<file path="config.mk">
export PLATFORM = sky130hd
export DESIGN_NAME = tagged_bank_locator_core
export DESIGN_NICKNAME = d
export VERILOG_FILES = /design/src/hw/rtl/tbl_pkg.sv /design/src/hw/rtl/tagged_bank_locator_core.sv
export SDC_FILE = /design/constraint.sdc
export NUM_CORES = 1
export LEC_CHECK = 0
export BUFFER_PORTS_ARGS = -buffer_cell sky130_fd_sc_hd__buf_4
export CAP_MARGIN = 10
export CORE_ASPECT_RATIO = 1.75
export CORE_MARGIN = 1
export CORE_UTILIZATION = 56
export DETAILED_ROUTE_END_ITERATION = 10
export HOLD_SLACK_MARGIN = 0.1
export PLACE_DENSITY_LB_ADDON = 0.25
export SLEW_MARGIN = 20
export SYNTH_ARGS = -nofsm -noshare
export SYNTH_HDL_FRONTEND = slang
export SYNTH_SLANG_ARGS = --single-unit
</file>
<file path="constraint.sdc">
create_clock -name i_clk -period 7.35 [get_ports i_clk]
set_input_delay 0 -clock i_clk [delete_from_list [all_inputs] [get_ports i_clk]]
set_output_delay 0 -clock i_clk [all_outputs]
set_load 0.05 [all_outputs]
</file>
<file path="src/hw/rtl/tbl_pkg.sv">
// Shared types and constants for the tagged bank locator.
// Used by tagged_bank_locator_core; no dependencies.
package tbl_pkg;

    localparam int MAX_WORDS_DEF = 1048576;

    localparam int IDX_W   = 20;
    localparam int BYTES_W = 22;
    localparam int CFG_W   = 2;

    localparam logic [IDX_W-1:0]   IDX_MAX   = '1;
    localparam logic [BYTES_W-1:0] BYTES_MAX = '1;

    // bank type codes
    localparam logic [5:0] TYPE_CONT_A = 6'h0e;
    localparam logic [5:0] TYPE_CONT_B = 6'h10;
    localparam logic [5:0] TYPE_COMPOS = 6'h0f;

    // configuration register indexes
    localparam logic [CFG_W-1:0] CFG_FRAGMENT_TAG = 2'd0;
    localparam logic [CFG_W-1:0] CFG_BANK_TAG     = 2'd1;
    localparam logic [CFG_W-1:0] CFG_BANK_NUMBER  = 2'd2;

    typedef enum logic [2:0] {
        PH_LEN,
        PH_SEEK,
        PH_HDR2,
        PH_TSEG,
        PH_PAD,
        PH_DONE
    } t_phase;

endpackage

</file>
<file path="src/hw/rtl/tagged_bank_locator_core.sv">
// Tagged bank locator: scans an event word stream for a tagged bank header.
// Depends on tbl_pkg.
//
// Use:
//   Input channel (i_in_valid / o_in_ready) carries one event word per item,
//   with i_last_word set on the final word of the event.
//   Output channel (o_out_valid / i_out_ready) carries at most one result per
//   event: found with payload word index and byte count, or not-found on the
//   last word if nothing matched.
//   Config channel (i_cfg_valid / o_cfg_ready) writes fragment tag, bank tag
//   and bank number; always ready, write only between events.
// Timing:
//   One word per cycle sustained while no result is stalled. A word is held
//   in an input register, then parsed by combinational compare/add logic;
//   its result is loaded into the output register as the word advances.
//   When the receiver stalls with a result pending, at most one more word is
//   taken into the input register, then o_in_ready drops until the result leaves.
// Reset:
//   Clears parse state and configuration; the next word is taken as the
//   event length word.
module tagged_bank_locator_core
    import tbl_pkg::*;
#(
    parameter int MAX_WORDS = MAX_WORDS_DEF
) (
    input  logic               i_clk,
    input  logic               i_rst_n,

    input  logic               i_in_valid,
    output logic               o_in_ready,
    input  logic [31:0]        i_data_word,
    input  logic               i_last_word,

    output logic               o_out_valid,
    input  logic               i_out_ready,
    output logic               o_found,
    output logic [IDX_W-1:0]   o_data_index,
    output logic [BYTES_W-1:0] o_byte_count,

    input  logic               i_cfg_valid,
    output logic               o_cfg_ready,
    input  logic [CFG_W-1:0]   i_cfg_index,
    input  logic [15:0]        i_cfg_data
);

    localparam int PW = $clog2(MAX_WORDS + 1);
    localparam logic [PW-1:0] POS_MAX = PW'(MAX_WORDS);
    localparam logic [32:0]   LIM33   = 33'(MAX_WORDS);
    // from this word count up the byte count saturates whatever the pad
    localparam logic [33:0]   WCLAMP  = 34'd1048577;

    // configuration
    logic [15:0] r_frag_tag;
    logic [15:0] r_bank_tag;
    logic [7:0]  r_bank_num;

    // input register
    logic        r_in_valid;
    logic [31:0] r_in_word;
    logic        r_in_last;

    // parse state
    t_phase      r_phase,  n_phase;
    logic [PW-1:0] r_pos,  n_pos;
    logic [32:0] r_end,    n_end;
    logic [32:0] r_nhp,    n_nhp;
    logic        r_frag,   n_frag;
    logic [32:0] r_count,  n_count;
    logic [16:0] r_tlen,   n_tlen;
    logic        r_given,  n_given;

    // output register
    logic               r_out_valid;
    logic               r_found,  n_found;
    logic [IDX_W-1:0]   r_index,  n_index;
    logic [BYTES_W-1:0] r_bytes,  n_bytes;

    logic        advance;
    logic        out_load;
    logic        emit_try;
    logic        emit_ok;
    logic        take_cnt;
    t_phase      phase_eff;
    logic [32:0] pos33;
    logic [32:0] idx33;
    logic [32:0] skip_next;
    logic [33:0] words;
    logic [1:0]  pad;
    logic [20:0] wclamp;
    logic [22:0] bval;
    logic [15:0] d_tag;
    logic [5:0]  d_type;
    logic [7:0]  d_num;

    assign advance     = r_in_valid && (!r_out_valid || i_out_ready);
    assign o_in_ready  = !r_in_valid || advance;
    assign o_cfg_ready = 1'b1;

    assign o_out_valid  = r_out_valid;
    assign o_found      = r_found;
    assign o_data_index = r_index;
    assign o_byte_count = r_bytes;

    assign d_tag  = r_in_word[31:16];
    assign d_type = r_in_word[13:8];
    assign d_num  = r_in_word[7:0];

    always_ff @(posedge i_clk) begin
        if (!i_rst_n) begin
            r_frag_tag <= '0;
            r_bank_tag <= '0;
            r_bank_num <= '0;
        end else if (i_cfg_valid) begin
            case (i_cfg_index)
                CFG_FRAGMENT_TAG: r_frag_tag <= i_cfg_data;
                CFG_BANK_TAG:     r_bank_tag <= i_cfg_data;
                CFG_BANK_NUMBER:  r_bank_num <= i_cfg_data[7:0];
                default: ;
            endcase
        end
    end

    always_ff @(posedge i_clk) begin
        if (!i_rst_n) begin
            r_in_valid <= 1'b0;
        end else if (o_in_ready) begin
            r_in_valid <= i_in_valid;
        end
    end

    always_ff @(posedge i_clk) begin
        if (i_in_valid && o_in_ready) begin
            r_in_word <= i_data_word;
            r_in_last <= i_last_word;
        end
    end

    always_comb begin
        n_phase   = r_phase;
        n_pos     = r_pos;
        n_end     = r_end;
        n_nhp     = r_nhp;
        n_frag    = r_frag;
        n_count   = r_count;
        n_tlen    = r_tlen;
        n_given   = r_given;
        emit_try  = 1'b0;
        take_cnt  = 1'b0;
        idx33     = '0;
        words     = '0;
        pad       = '0;
        pos33     = 33'(r_pos);
        skip_next = pos33 - 33'd1 + r_count;

        phase_eff = (r_phase != PH_DONE && r_pos >= POS_MAX) ? PH_DONE : r_phase;

        case (phase_eff)
            PH_LEN: begin
                n_end   = {1'b0, r_in_word} + 33'd1;
                n_nhp   = 33'd2;
                n_phase = (r_in_word <= 32'd1) ? PH_DONE : PH_SEEK;
            end
            PH_SEEK: begin
                take_cnt = (pos33 == r_nhp);
            end
            PH_HDR2: begin
                if (d_type == TYPE_CONT_A || d_type == TYPE_CONT_B) begin
                    n_frag  = (d_tag == r_frag_tag);
                    n_nhp   = pos33 + 33'd1;
                    n_phase = PH_SEEK;
                end else if (r_frag && d_tag == r_bank_tag && d_num == r_bank_num) begin
                    if (d_type != TYPE_COMPOS) begin
                        emit_try = 1'b1;
                        idx33    = pos33 + 33'd1;
                        words    = {1'b0, r_count} - 34'd2;
                    end else begin
                        n_phase = PH_TSEG;
                    end
                end else begin
                    n_nhp = skip_next;
                    // zero count word: this same word opens the next header
                    if (skip_next == pos33) begin
                        take_cnt = 1'b1;
                    end else begin
                        n_phase = PH_SEEK;
                    end
                end
            end
            PH_TSEG: begin
                n_tlen  = {1'b0, r_in_word[15:0]} + 17'd1;
                n_nhp   = pos33 + 33'(r_in_word[15:0]) + 33'd2;
                n_phase = PH_PAD;
            end
            PH_PAD: begin
                if (pos33 == r_nhp) begin
                    emit_try = 1'b1;
                    idx33    = pos33 + 33'd1;
                    words    = {1'b0, r_count} - 34'(r_tlen) - 34'd4;
                    pad      = r_in_word[15:14];
                end
            end
            default: ;
        endcase

        if (take_cnt) begin
            if (pos33 >= r_end) begin
                n_phase = PH_DONE;
            end else begin
                n_count = {1'b0, r_in_word} + 33'd1;
                n_phase = PH_HDR2;
            end
        end

        emit_ok = emit_try && (idx33 < LIM33) && (idx33 <= 33'(IDX_MAX));
        if (emit_try) begin
            n_phase = PH_DONE;
        end
        if (emit_ok) begin
            n_given = 1'b1;
        end

        // byte count with clamp at zero and saturation
        wclamp = (words > WCLAMP) ? WCLAMP[20:0] : words[20:0];
        bval   = {wclamp, 2'b00} - 23'(pad);
        if (words[33] || words == '0) begin
            n_bytes = '0;
        end else if (bval > 23'(BYTES_MAX)) begin
            n_bytes = BYTES_MAX;
        end else begin
            n_bytes = bval[BYTES_W-1:0];
        end

        n_found  = emit_ok;
        n_index  = idx33[IDX_W-1:0];
        out_load = emit_ok;

        if (r_pos < POS_MAX) begin
            n_pos = r_pos + PW'(1);
        end

        if (r_in_last) begin
            if (!r_given && !emit_ok) begin
                out_load = 1'b1;
                n_index  = '0;
                n_bytes  = '0;
            end
            n_phase = PH_LEN;
            n_pos   = '0;
            n_end   = '0;
            n_nhp   = 33'd2;
            n_frag  = 1'b0;
            n_count = '0;
            n_tlen  = '0;
            n_given = 1'b0;
        end
    end

    always_ff @(posedge i_clk) begin
        if (!i_rst_n) begin
            r_phase <= PH_LEN;
            r_pos   <= '0;
            r_end   <= '0;
            r_nhp   <= 33'd2;
            r_frag  <= 1'b0;
            r_count <= '0;
            r_tlen  <= '0;
            r_given <= 1'b0;
        end else if (advance) begin
            r_phase <= n_phase;
            r_pos   <= n_pos;
            r_end   <= n_end;
            r_nhp   <= n_nhp;
            r_frag  <= n_frag;
            r_count <= n_count;
            r_tlen  <= n_tlen;
            r_given <= n_given;
        end
    end

    always_ff @(posedge i_clk) begin
        if (!i_rst_n) begin
            r_out_valid <= 1'b0;
        end else if (advance && out_load) begin
            r_out_valid <= 1'b1;
        end else if (i_out_ready) begin
            r_out_valid <= 1'b0;
        end
    end

    always_ff @(posedge i_clk) begin
        if (advance && out_load) begin
            r_found <= n_found;
            r_index <= n_index;
            r_bytes <= n_bytes;
        end
    end

    // a located bank always lies past the event header
    a_found_index: assert property (@(posedge i_clk) disable iff (!i_rst_n)
        (o_out_valid && o_found) |-> (o_data_index >= IDX_W'(3)))
        else $error("found result with index inside event header");

    a_notfound_zero: assert property (@(posedge i_clk) disable iff (!i_rst_n)
        (o_out_valid && !o_found) |-> (o_data_index == '0 && o_byte_count == '0))
        else $error("not-found result carries payload");

    a_given_done: assert property (@(posedge i_clk) disable iff (!i_rst_n)
        r_given |-> (r_phase == PH_DONE))
        else $error("result given but search still running");

    a_len_at_start: assert property (@(posedge i_clk) disable iff (!i_rst_n)
        (r_phase == PH_LEN) == (r_pos == '0))
        else $error("length phase out of step with word position");

    a_one_per_event: assert property (@(posedge i_clk) disable iff (!i_rst_n)
        (advance && r_given) |-> !(out_load && n_found))
        else $error("second found result in one event");

endmodule
</file>
==> impl_metrics.csv <==
group,metric,value,unit
placed_design,dpl.hpwl,57100,um
critical_path,cp_num_buf_inv,1,
cts,clock_sinks,260,
cts,cts_tree,"done",
cts,post-cts-setup-buffers,0,
timing,setup_viol,0,
critical_path,reg2reg_depth,22,
routing,wl,75900,um
logic_synthesis,syn_inst,2642,
timing,clock_skew,0.0209,ns
cts,postCtsResizedCells,0,
logic_synthesis,seq_area_frac_synth,0.286,
global_route,grt.total_usage,0.396,
die,die_w,148,um
logic_synthesis,synth_edf_count,76,
routing,via_per_inst,6.49,
cts,htree_levels,1,
die,io_pins,102,
logic_synthesis,synthArstFlopShare,0,
global_route,grt_max_degree,124,
worst_hold_path,hold_path_class,"input pin to flop",
routing,post-route-drc-count,0,
power,power,3500,uW
worst_hold_path,min_from,"i_data_word[5]",
critical_path,crit_fanout,31,
die,die-area,38100,um^2
timing,max_freq,148,MHz
cts,clk_latency,0.58,ns
logic_synthesis,netlist_area,20900,um^2
routing,dr.first_iter.drc_count,1476,
critical_path,crit_chain,"or4_4 -> nor3_4 -> nand2_1 -> nor3_1 -> nand2b_1 -> or3_1 -> nor4_1 -> xnor2_1 -> ha_1 -> nand3_1 -> o211ai_1 -> o41ai_2 -> o21ai_1 -> a2111o_1 -> and3_1 -> a211o_1 -> or4_1 -> or4_4 -> nor2b_4 -> nor3_4 -> buf_12 -> mux2i_1",
timing,slew_viol_final,0,
timing,final-hold-violation-count,0,
timing,period_needed,6.77,ns
cts,clkTransAtPathRegs,0.07,ns
cells_and_area,final.fill_count,3247,
critical_path,worstPathRequired,7.84,ns
cells_and_area,layout-drive-gt1-share,0.0853,
logic_synthesis,yosys_warnings,0,
die,initial_utilization,0.568,
outcome,status,"finished clean",
global_route,grt_pass1_vias,20247,
logic_synthesis,synth_fp_nets,2828,
die,fp.dieH,257,um
timing,slew_headroom,0.251,
critical_path,cp_slowest_cell,"or4_4",
critical_path,worstReg2RegStart,"r_pos[4]",
timing,rsz0062_at_grt,"no",
timing,fin_tns_setup,0,ns
routing,vias,20755,
timing,worst_slew_pin_slew,1.12,ns
cells_and_area,fin_nets,2887,
cts,cts_max_path_buffers,3,
logic_synthesis,ys.flop_type,"dfxtp_1",
routing,drt-pass1-iter-count,5,
die,core,36800,um^2
critical_path,crit_type,"flop to flop",
global_route,antenna_found_initial,1,
power,leakage,0.00930,uW
placed_design,placed_area,21800,um^2
critical_path,endpoint_kind,"flop",
power,peakVddDrop,212,uV
worst_hold_path,hold_end,"r_in_word[5]",
cts,root_buffer,"clkbuf_16",
worst_hold_path,hold_depth,2,
cells_and_area,layout_common_cells,"nand2_1 (367), nor2_1 (203), dfxtp_1 (184), ha_1 (127), buf_4 (127)",
critical_path,crit_start,"r_pos[4]",
logic_synthesis,yosys_register_bits,260,
critical_path,slowest_delay,0.58,ns
placed_design,place.gp.congestion,1.04,
critical_path,critPathLaunchType,"flop",
critical_path,reg2reg_to,"r_count[25]",
critical_path,cp_top_family,"simple AND/OR/NAND/NOR gates",
global_route,grt_pass1_wl,115000,um
critical_path,cp.arrival,7.26,ns
routing,route.antenna.remaining_nets,0,
die,row_count,93,
placed_design,placed_cells,3085,
cells_and_area,area_growth,11.7,%
timing,finalCritPeriodShare,0.922,
cells_and_area,fin_cells,3197,
critical_path,r2r_setup_slack,0.58,ns
cts,cts_hold_buf,61,
placed_design,io_buffers,100,
logic_synthesis,synth_cell_type_count,104,
cells_and_area,layout_commonest_cell,"nand2_1",
power,power.density,150,nW/um^2
logic_synthesis,syn_area_per_cell,7.90,um^2
cells_and_area,fin_area,23300,um^2
global_route,grt-ovfl-total,0,
routing,wl_per_cell,23.7,um
flow_run,maxCapViolations,0,
cts,cts_made_buffers,26,
-- cell type report --
| type | instances | area [um^2] | area share |
|---|---|---|---|
| Multi-Input combinational cell | 2104 | 13800 | 0.593 |
| Sequential cell | 260 | 5970 | 0.256 |
| Timing Repair Buffer | 191 | 1600 | 0.0686 |
| Clock buffer | 28 | 658 | 0.0282 |
| Tap cell | 475 | 594 | 0.0255 |
| Inverter | 118 | 443 | 0.0190 |
| Clock inverter | 20 | 223 | 0.00955 |
| Antenna cell | 1 | 2.50 | 0.000107 |
-- cells in the mapped netlist (all sizes together), types with 13 or more instances --
cell,n,share of area
a211oi,24,0.0089
a21boi,93,0.033
a21o,30,0.011
a21oi,111,0.027
a22oi,41,0.015
a31oi,17,0.0051
and2,30,0.0090
and3,35,0.010
buf,47,0.013
clkbuf,113,0.020
dfxtp,184,0.18
edfxtp,76,0.11
ha,127,0.076
inv,117,0.021
mux2i,56,0.027
nand2,368,0.066
nand2b,25,0.0075
nand3,66,0.016
nand4,40,0.012
nor2,205,0.038
nor2b,70,0.021
nor3,67,0.018
nor3b,13,0.0047
nor4,46,0.015
o211ai,18,0.0065
o21a,17,0.0061
o21ai,140,0.034
o22ai,16,0.0048
o31ai,13,0.0049
or2,13,0.0039
or3,27,0.0083
or4,17,0.0067
xnor2,121,0.051
xor2,83,0.035
-- through the flow --
step	setup slack (ns)	util	hold WS, ns
5_1_grt	0.312	0.634	0.149
4_1_cts	0.699	0.633	0.139
3_3_place_gp	0.824	0.593	0.178
2_1_floorplan	1.22	-	0.0989
3_5_place_dp	0.728	0.593	0.179
6_report	0.576	0.634	0.146
-- cell families after synthesis --
family | after synthesis | synth area share
simple gates | 1063 | 0.253
xor+xnor | 206 | 0.0881
flops | 260 | 0.286
buf+inv | 278 | 0.0548
other cells | 1 | 0.000180
compound gates | 643 | 0.210
fa+ha+maj | 130 | 0.0790
mux | 61 | 0.0295
-- where the power goes --
part | internal [uW] | leakage, uW | switching, uW | total, uW
registers | 1510 | 0.00226 | 39.7 | 1540
logic | 204 | 0.00662 | 331 | 534
clock network | 794 | 0.000421 | 626 | 1420
-- layer usage --
layer,vias to the layer above,wire length [um],global-route usage
li1,9599,-,-
met1,9842,25400,0.390
met2,925,36800,0.681
met3,389,5080,0.0789
met4,0,8690,0.381
met5,-,0,0
-- flip-flops by register name, summed over array words and instances (netlist names) --
name,count
r_count,33
o_byte_count,22
r_in_valid,1
r_pos,21
r_bank_tag,16
r_frag,1
o_found,1
r_phase,3
o_out_valid,1
r_end,33
r_given,1
o_data_index,20
r_in_word,32
r_frag_tag,16
r_tlen,17
r_bank_num,8
r_in_last,1
r_nhp,33
-- how the worst max path moves through the flow --
stage | endpoint | depth (start not counted)
after detailed placement | r_count[25] | 22
after floorplan | r_count[10] | 23
after CTS | r_count[25] | 22
after global placement | r_count[24] | 22
after global routing | r_count[12] | 22
final | r_count[25] | 22
(Power assumes the default switching activity.)
